## src/hw/rtl/touch_frame_parser_macros.svh

```systemverilog
// Assertion helpers for the touch frame parser.
// Both sample on aclk and are disabled while aresetn is low.
`ifndef TOUCH_FRAME_PARSER_MACROS_SVH
`define TOUCH_FRAME_PARSER_MACROS_SVH

// Same-cycle implication.
`define TFP_ASSERT_NOW(lbl, ante, cons) \
    lbl: assert property (@(posedge aclk) disable iff (!aresetn) (ante) |-> (cons)) \
        else $error("touch_frame_parser: same-cycle check failed");

// Next-cycle implication.
`define TFP_ASSERT_NEXT(lbl, ante, cons) \
    lbl: assert property (@(posedge aclk) disable iff (!aresetn) (ante) |=> (cons)) \
        else $error("touch_frame_parser: next-cycle check failed");

`endif

```

## src/hw/rtl/tfp_pkg.sv

```systemverilog
`timescale 1ns / 1ps

package tfp_pkg;

    localparam int DIGITS_PER_AXIS = 4;   // 1..4
    localparam int DIGIT_SLOTS     = 4;
    localparam int IDX_W           = 2;
    localparam int BYTE_W          = 8;
    localparam int COORD_W         = 21;
    localparam int PHASE_W         = 3;

    localparam logic [BYTE_W-1:0] HDR_CHAR     = 8'd65;   // 'A'
    localparam logic [BYTE_W-1:0] ALPHA_OFFSET = 8'd55;
    localparam logic [BYTE_W-1:0] DIGIT_OFFSET = 8'd48;   // '0'

    localparam logic [IDX_W-1:0] LAST_DIGIT = IDX_W'(DIGITS_PER_AXIS - 1);
    localparam logic [IDX_W-1:0] PRESS_KEEP = 2'd1;
    localparam logic [IDX_W-1:0] PRESS_LAST = 2'd2;

    localparam int TDATA_W = ((2 * COORD_W + BYTE_W + 7) / 8) * 8;
    localparam int PAD_W   = TDATA_W - 2 * COORD_W - BYTE_W;

    typedef logic [DIGIT_SLOTS-1:0][BYTE_W-1:0] digit_vec_t;

    function automatic logic [BYTE_W-1:0] to_digit(input logic [BYTE_W-1:0] c);
        if (c < HDR_CHAR) begin
            return c - DIGIT_OFFSET;
        end
        return c - ALPHA_OFFSET;
    endfunction

    // Hex-style weighting: first digit most significant.
    function automatic logic [COORD_W-1:0] weigh(input digit_vec_t d);
        logic [COORD_W-1:0] acc;
        acc = '0;
        for (int i = 0; i < DIGITS_PER_AXIS; i++) begin
            acc = (acc << 4) + COORD_W'(d[i]);
        end
        return acc;
    endfunction

endpackage

```

## src/hw/rtl/touch_frame_parser.sv

```systemverilog
`timescale 1ns / 1ps
// Touch frame parser.
// s_axis: one received serial byte per beat (s_tdata[7:0] = rx_byte).
// m_axis: one beat per complete frame whose press value differs from the
//   no-touch code; m_tdata carries x_coord, y_coord and touch_value.
// cfg_wr_en/cfg_wr_data write touch_none_code; write it while the block is idle.
// Frame: 'A', 'A' (other bytes between are skipped), four X characters,
//   four Y characters, three press characters; the second press character
//   minus '0' is the press value.
// Throughput: one byte per cycle. Latency: the result beat is valid in the
//   cycle after the last press character is accepted (one output register).
// The result register holds its beat while m_tready is low; bytes keep
//   flowing in meanwhile. Only the last byte of a frame waits, when the
//   output register is still full and not being drained.
// Reset (aresetn low, synchronous): parser back to waiting for the first
//   header byte, output empty, no-touch code cleared to 0. Digit stores
//   are not reset; every frame writes them before use.
`include "touch_frame_parser_macros.svh"

module touch_frame_parser
    import tfp_pkg::*;
(
    input  logic                aclk,
    input  logic                aresetn,
    input  logic                cfg_wr_en,
    input  logic [BYTE_W-1:0]   cfg_wr_data,
    input  logic                s_tvalid,
    output logic                s_tready,
    input  logic [BYTE_W-1:0]   s_tdata,    // [7:0] rx_byte
    output logic                m_tvalid,
    input  logic                m_tready,
    output logic [TDATA_W-1:0]  m_tdata     // [20:0] x_coord, [41:21] y_coord,
                                            // [49:42] touch_value, rest zero
);

    localparam logic [PHASE_W-1:0] PH_WAIT_A1 = 3'd0;
    localparam logic [PHASE_W-1:0] PH_WAIT_A2 = 3'd1;
    localparam logic [PHASE_W-1:0] PH_X       = 3'd2;
    localparam logic [PHASE_W-1:0] PH_Y       = 3'd3;
    localparam logic [PHASE_W-1:0] PH_PRESS   = 3'd4;

    logic [PHASE_W-1:0] phase_reg, phase_next;
    logic [IDX_W-1:0]   idx_reg, idx_next;
    digit_vec_t         x_dig_reg, y_dig_reg;
    logic [BYTE_W-1:0]  press_reg;
    logic [BYTE_W-1:0]  none_code_reg;

    logic               m_valid_reg, m_valid_next;
    logic [COORD_W-1:0] m_x_reg, m_y_reg;
    logic [BYTE_W-1:0]  m_touch_reg;

    logic               s_acc;
    logic               frame_end;
    logic               emit;
    logic [BYTE_W-1:0]  digit;

    assign frame_end = (phase_reg == PH_PRESS) && (idx_reg >= PRESS_LAST);
    assign s_tready  = !(frame_end && m_valid_reg && !m_tready);
    assign s_acc     = s_tvalid && s_tready;
    assign emit      = s_acc && frame_end && (press_reg != none_code_reg);
    assign digit     = to_digit(s_tdata);

    always_comb begin
        phase_next = phase_reg;
        idx_next   = idx_reg;
        if (s_acc) begin
            case (phase_reg)
                PH_WAIT_A2: begin
                    if (s_tdata == HDR_CHAR) begin
                        phase_next = PH_X;
                    end
                end
                PH_X: begin
                    if (idx_reg >= LAST_DIGIT) begin
                        phase_next = PH_Y;
                        idx_next   = '0;
                    end else begin
                        idx_next = idx_reg + 1'b1;
                    end
                end
                PH_Y: begin
                    if (idx_reg >= LAST_DIGIT) begin
                        phase_next = PH_PRESS;
                        idx_next   = '0;
                    end else begin
                        idx_next = idx_reg + 1'b1;
                    end
                end
                PH_PRESS: begin
                    if (idx_reg >= PRESS_LAST) begin
                        phase_next = PH_WAIT_A1;
                        idx_next   = '0;
                    end else begin
                        idx_next = idx_reg + 1'b1;
                    end
                end
                default: begin
                    phase_next = (s_tdata == HDR_CHAR) ? PH_WAIT_A2 : PH_WAIT_A1;
                    idx_next   = '0;
                end
            endcase
        end
    end

    always_comb begin
        m_valid_next = m_valid_reg;
        if (emit) begin
            m_valid_next = 1'b1;
        end else if (m_tready) begin
            m_valid_next = 1'b0;
        end
    end

    always_ff @(posedge aclk) begin
        if (!aresetn) begin
            phase_reg     <= PH_WAIT_A1;
            idx_reg       <= '0;
            m_valid_reg   <= 1'b0;
            none_code_reg <= '0;
        end else begin
            phase_reg   <= phase_next;
            idx_reg     <= idx_next;
            m_valid_reg <= m_valid_next;
            if (cfg_wr_en) begin
                none_code_reg <= cfg_wr_data;
            end
        end
    end

    // Digit and press stores, written only inside a frame, and the result register, loaded on emit; no reset.
    always_ff @(posedge aclk) begin
        if (s_acc && phase_reg == PH_X) begin
            x_dig_reg[idx_reg] <= digit;
        end
        if (s_acc && phase_reg == PH_Y) begin
            y_dig_reg[idx_reg] <= digit;
        end
        if (s_acc && phase_reg == PH_PRESS && idx_reg == PRESS_KEEP) begin
            press_reg <= s_tdata - DIGIT_OFFSET;
        end
        if (emit) begin
            m_x_reg     <= weigh(x_dig_reg);
            m_y_reg     <= weigh(y_dig_reg);
            m_touch_reg <= press_reg;
        end
    end

    assign m_tvalid = m_valid_reg;
    assign m_tdata  = {PAD_W'(0), m_touch_reg, m_y_reg, m_x_reg};

    `TFP_ASSERT_NOW(a_rise_from_frame_end, $rose(m_valid_reg), $past(emit))
    `TFP_ASSERT_NEXT(a_emit_loads, emit, m_valid_reg && m_touch_reg != $past(none_code_reg))
    `TFP_ASSERT_NOW(a_idx_idle_zero, phase_reg == PH_WAIT_A1 || phase_reg == PH_WAIT_A2,
                    idx_reg == '0)
    `TFP_ASSERT_NOW(a_stall_only_full, !s_tready, m_valid_reg && !m_tready)

endmodule
```

## config.mk

```make
export PLATFORM = sky130hd
export DESIGN_NAME = touch_frame_parser
export DESIGN_NICKNAME = d
export VERILOG_FILES = /design/src/hw/rtl/tfp_pkg.sv /design/src/hw/rtl/touch_frame_parser.sv
export VERILOG_INCLUDE_DIRS = /design/src /design/src/hw/rtl
export SDC_FILE = /design/constraint.sdc
export NUM_CORES = 1
export LEC_CHECK = 0
export BUFFER_PORTS_ARGS = -buffer_cell sky130_fd_sc_hd__buf_2
export CORE_UTILIZATION = 63
export DETAILED_ROUTE_END_ITERATION = 6
export GPL_TIMING_DRIVEN = 0
export PLACE_DENSITY = 0.85
export SYNTH_ARGS = -nofsm -noshare
export SYNTH_HDL_FRONTEND = slang
export SYNTH_SLANG_ARGS = --single-unit
```

## constraint.sdc

```tcl
create_clock -name aclk -period 13.05 [get_ports aclk]
set_input_delay 2.61 -clock aclk [delete_from_list [all_inputs] [get_ports aclk]]
set_output_delay 2.61 -clock aclk [all_outputs]
set_load 0.1 [all_outputs]
```

### Word level (Yosys, flattened, before mapping)

Index checks and enable logic that the tools add are counted.

* $add $sub $neg: 9
* $lt $le $gt $ge: 5
* equal/unequal tests: 11
* mux-type cells: 18
* bitwise gates (word level): 1
* reduce and logical (&&, ||, !) cells: 17

Operators by type and width (number)
* 32-bit bitwise mux: 2
* 21-bit by 8-bit adder with 21-bit output: 2
* 17-bit by 8-bit adder with 17-bit output: 2
* 12-bit by 8-bit adder with 13-bit output: 2
* 8-bit 2-to-1 mux: 3
* 8-bit demux with 2-bit select: 1
* 8-bit by 6-bit subtractor with 8-bit output (second input constant): 2
* 3-bit 2-to-1 mux: 4
* 3-bit case mux with 4 select lines: 1
* 1-bit logical AND: 11
* 8-bit by 7-bit == test with 1-bit output (second input constant): 1
* 8-bit by 7-bit < comparator with 1-bit output (second input constant): 1
* 8-bit != test: 1
* 3-bit by 2-bit == test with 1-bit output (second input constant): 2
* 2-bit != test (second input constant): 3
* 2-bit case mux with 3 select lines: 1
* 5-bit AND reduction: 1
* 2-bit greater-or-equal comparator (second input constant): 2
* 1-bit 2-to-1 mux: 4
* 2-bit 2-to-1 mux: 2
* 3-bit by 1-bit == test with 1-bit output (second input constant): 1
* 3-bit == test (second input constant): 1
* 2-bit by 3-bit < comparator with 1-bit output (second input constant): 1
* 2-bit by 1-bit adder with 2-bit output (second input constant): 1
* other kinds (8): 9

* register bits: 136
* input port bits: 21
* output and inout port bits: 58
* logic and storage cells: 77

### Longest topological paths before layout

* depth in word-level cells: 9
* mapped depth: 10
* gate-level depth less buffers: 10

### Worst setup path after synthesis

No wires, ideal clock.

* path type: input to register
* start: input m_tready
* end: register m_touch_reg[0] (enable)
* library setup time: 0.535 ns
* arrival: 6.782 ns
* required time: 12.515 ns
* setup slack: 5.732 ns
* stages: 4
* path buffers: 0
* cells stage by stage: nor2b_1 -> nor2b_1 -> nand3b_1 -> a211oi_1

* longest elaborated chain between the ends: 6

Ends and longest elaborated chain
* from (decl): line touch_frame_parser.sv:31 `input logic m_tready,`
* 1-bit logical NOT: line touch_frame_parser.sv:58 `assign s_tready = !(frame_end && m_valid_reg && !m_tready);`
* 1-bit logical AND: line touch_frame_parser.sv:58
* 1-bit logical NOT: line touch_frame_parser.sv:58
* 1-bit logical AND: line touch_frame_parser.sv:59 `assign s_acc = s_tvalid && s_tready;`
* 1-bit logical AND (2 in a row): line touch_frame_parser.sv:60 `assign emit = s_acc && frame_end && (press_reg != none_code_reg);`
* named net emit: line touch_frame_parser.sv:54 `logic emit;`
* to (signal assigned): line touch_frame_parser.sv:144 `m_touch_reg <= press_reg;`
* to (decl): line touch_frame_parser.sv:50 `logic [BYTE_W-1:0] m_touch_reg;`

The timed path passes the listed nets, and every way through them passes these cells.
A chain may end at the register's enable or synchronous reset.

### Final worst setup path

* start: input m_tready
* end: output s_tready

* longest elaborated chain between the ends: 3

Ends and longest elaborated chain
* 1-bit logical NOT: line touch_frame_parser.sv:58
* 1-bit logical AND: line touch_frame_parser.sv:58
* 1-bit logical NOT: line touch_frame_parser.sv:58
* to (decl): line touch_frame_parser.sv:28 `output logic s_tready,`

Every way passes these cells.

==> out/metrics.cfg <==
[worst_setup_path]
reg2reg_to=m_x_reg[19]
start_kind=input pin
r2r_setup_slack_ns=9.76
crit_path_max_fanout=3
crit_path_end=s_tready
r2r-start=x_dig_reg[0]
cp.required_ns=10.44
worstRegToRegCells=9
crit_type=in2out
critPathLaunch=m_tready
end_kind=output pin
crit_arrival_ns=3.62

[synthesis]
synth_top_area_cell=edfxtp_1
synth_edf_count=122
synthAdderAreaFrac=0.08021
syn-cell-area_um2=6802
synth-compound-area-share=0.09584
yosys_warnings=0
ys_types=64
ys_top_cells_by_area=edfxtp_1, ha_1, xnor2_1
yosys_register_bits=136
postSynthAreaPerCell_um2=13.11
yosysSeqAreaShare=0.5798
synth_top_area_share=0.5386
yosys.area_share.simple=0.1113
synth.area.mux_share=0.01821
synth-xor-area-share=0.08977
synth_ff_type=edfxtp_1
synth_top_family_by_area=simple AND/OR/NAND/NOR gates
async_reset_ff_frac=0
synthCells=519

[sta]
drv_slew=0
final.min_clock_period_ns=6.230
hold_viol_final=0
setup_viol=0
worstMarginPinSlew_ns=1.091
whs_ns=0.4296
clock_skew_ns=0.007246
fin_crit_sh=0.4774
rsz0062_at_grt=false
max_freq_ghz=0.1605
max-slew-margin-rel=0.2673
finalSetupTns_ns=0

[pwr]
power_density_nw_per_um2=123.6
leakagePower_nw=3.055
ir_drop_mv=0.08489
total_power_uw=985.1

[placed_design]
place_congestion=0.8180
port-buffer-count=71
hpwl_um=9142
dpl.cell_count=733

[grt]
grt_util_all_layers=0.2714
antenna_found_initial=0
grt_max_degree=22
grt_pass1_vias=4573
grt_pass1_wl_um=22780
grt.overflow.total=0

[routing]
drt_iter0_markers=302
wl_per_cell_um=18.63
viasPerCell=5.945
ant_nets=0
drcViolationCount=0
wl_um=14250
first_pass_iters=5
vias=4548

[worst_hold_path]
min_path_type=reg2reg

[floorplan]
die_h_um=105.9
die_x_um=105.9
die_area_um2=11220
core_um2=10420
start_util=0.6530
io_pins=79
num_rows=37

[cts]
clockBufferDepth=2
cts_tree=yes
clk_latency_ns=0.53
postCtsSetupBuffers=0
clkSinkCount=136
htree_num_levels=4
clkTransAtPathRegs_ns=0.06
numCtsBuffers=17
cts.root.buffer_cell=clkbuf_8
cts_hold_buffers=0
cts_resized=0

[cells_and_area]
fin_cells=765
multi_input_area_um2=2724
area_growth_pct=17.14
fillers=624
nets=677
final_common_cell=edfxtp_1
num_antenna_cells=0
drive_above_1_share=0.2051
register_area_um2=3944
final_cell_mix=edfxtp_1, buf_2, xnor2_1
postLayoutCoreUtil=0.7649

[run]
drv_cap=0

[outcome]
status=finished clean

-- power breakdown --
part / internal, mW / switching, mW
Combinational: 0.0108 / 0.0291
Clock: 0.279 / 0.187
Sequential: 0.477 / 0.00187
Total: 0.767 / 0.218
-- final cells by class --
class	instances	share of cell area
sequential	136	0.4950
clock buffer	19	0.05418
inverter	23	0.01084
clock inverter	13	0.01853
timing repair buffer	73	0.04837
multi-input combinational	352	0.3419
buffer	13	0.009893
tap	136	0.02136
-- cells by family (layout without fill, tap and decap cells) --
kind of cell    after synthesis  count (layout)
other cells                   1               6
flops                       136             136
compound gates               89              89
fa+ha+maj                    40              40
buf+inv                      36             141
xor+xnor                     68              68
mux                          12              12
simple gates                137             137
-- critical path, stage by stage --
cell,delay (ns)
buf_2,0.10
nor2b_1,0.24
nor2b_1,0.26
nand2_1,0.10
buf_2,0.31
-- cells in the mapped netlist (5+ instances only) --
master and count:
a21o_1 11, a21oi_1 25, and2_1 11, and3_1 6, buf_4 8, clkbuf_1 5
dfxtp_1 14, edfxtp_1 122, fa_1 6, ha_1 34, inv_1 23, mux2i_1 9
nand2_1 34, nand2b_1 7, nand3_1 11, nor2_1 18, nor2b_1 17, o21ai_0 13
xnor2_1 42, xor2_1 24
-- per-stage QoR --
stage                     instance area, um^2  worst slack [ns]
after global routing                     7968             6.781
after CTS                                7968             6.810
after floorplan                          6820             5.732
final                                    7968             6.820
after global placement                   7346             4.228
after detailed placement                 7388             6.831
-- layer usage --
layer | GRT usage | share of wire | vias up
li1 | - | - | 2091
met1 | 0.3153 | 0.38 | 2169
met2 | 0.4664 | 0.51 | 238
met3 | 0.06683 | 0.070 | 50
met4 | 0.1419 | 0.041 | 0
met5 | 0 | 0 | -
-- how the worst min path moves through the flow --
stage	from	end	slack, ns	cells past startpoint
final	x_dig_reg[25]	m_x_reg[1]	0.43	0
after global routing	y_dig_reg[26]	m_y_reg[2]	0.44	0
after CTS	x_dig_reg[25]	m_x_reg[1]	0.43	0
after detailed placement	x_dig_reg[25]	m_x_reg[1]	0.41	0
after global placement	x_dig_reg[25]	m_x_reg[1]	0.41	0
after floorplan	x_dig_reg[24]	m_x_reg[0]	0.40	0
(Power assumes the default switching activity.)
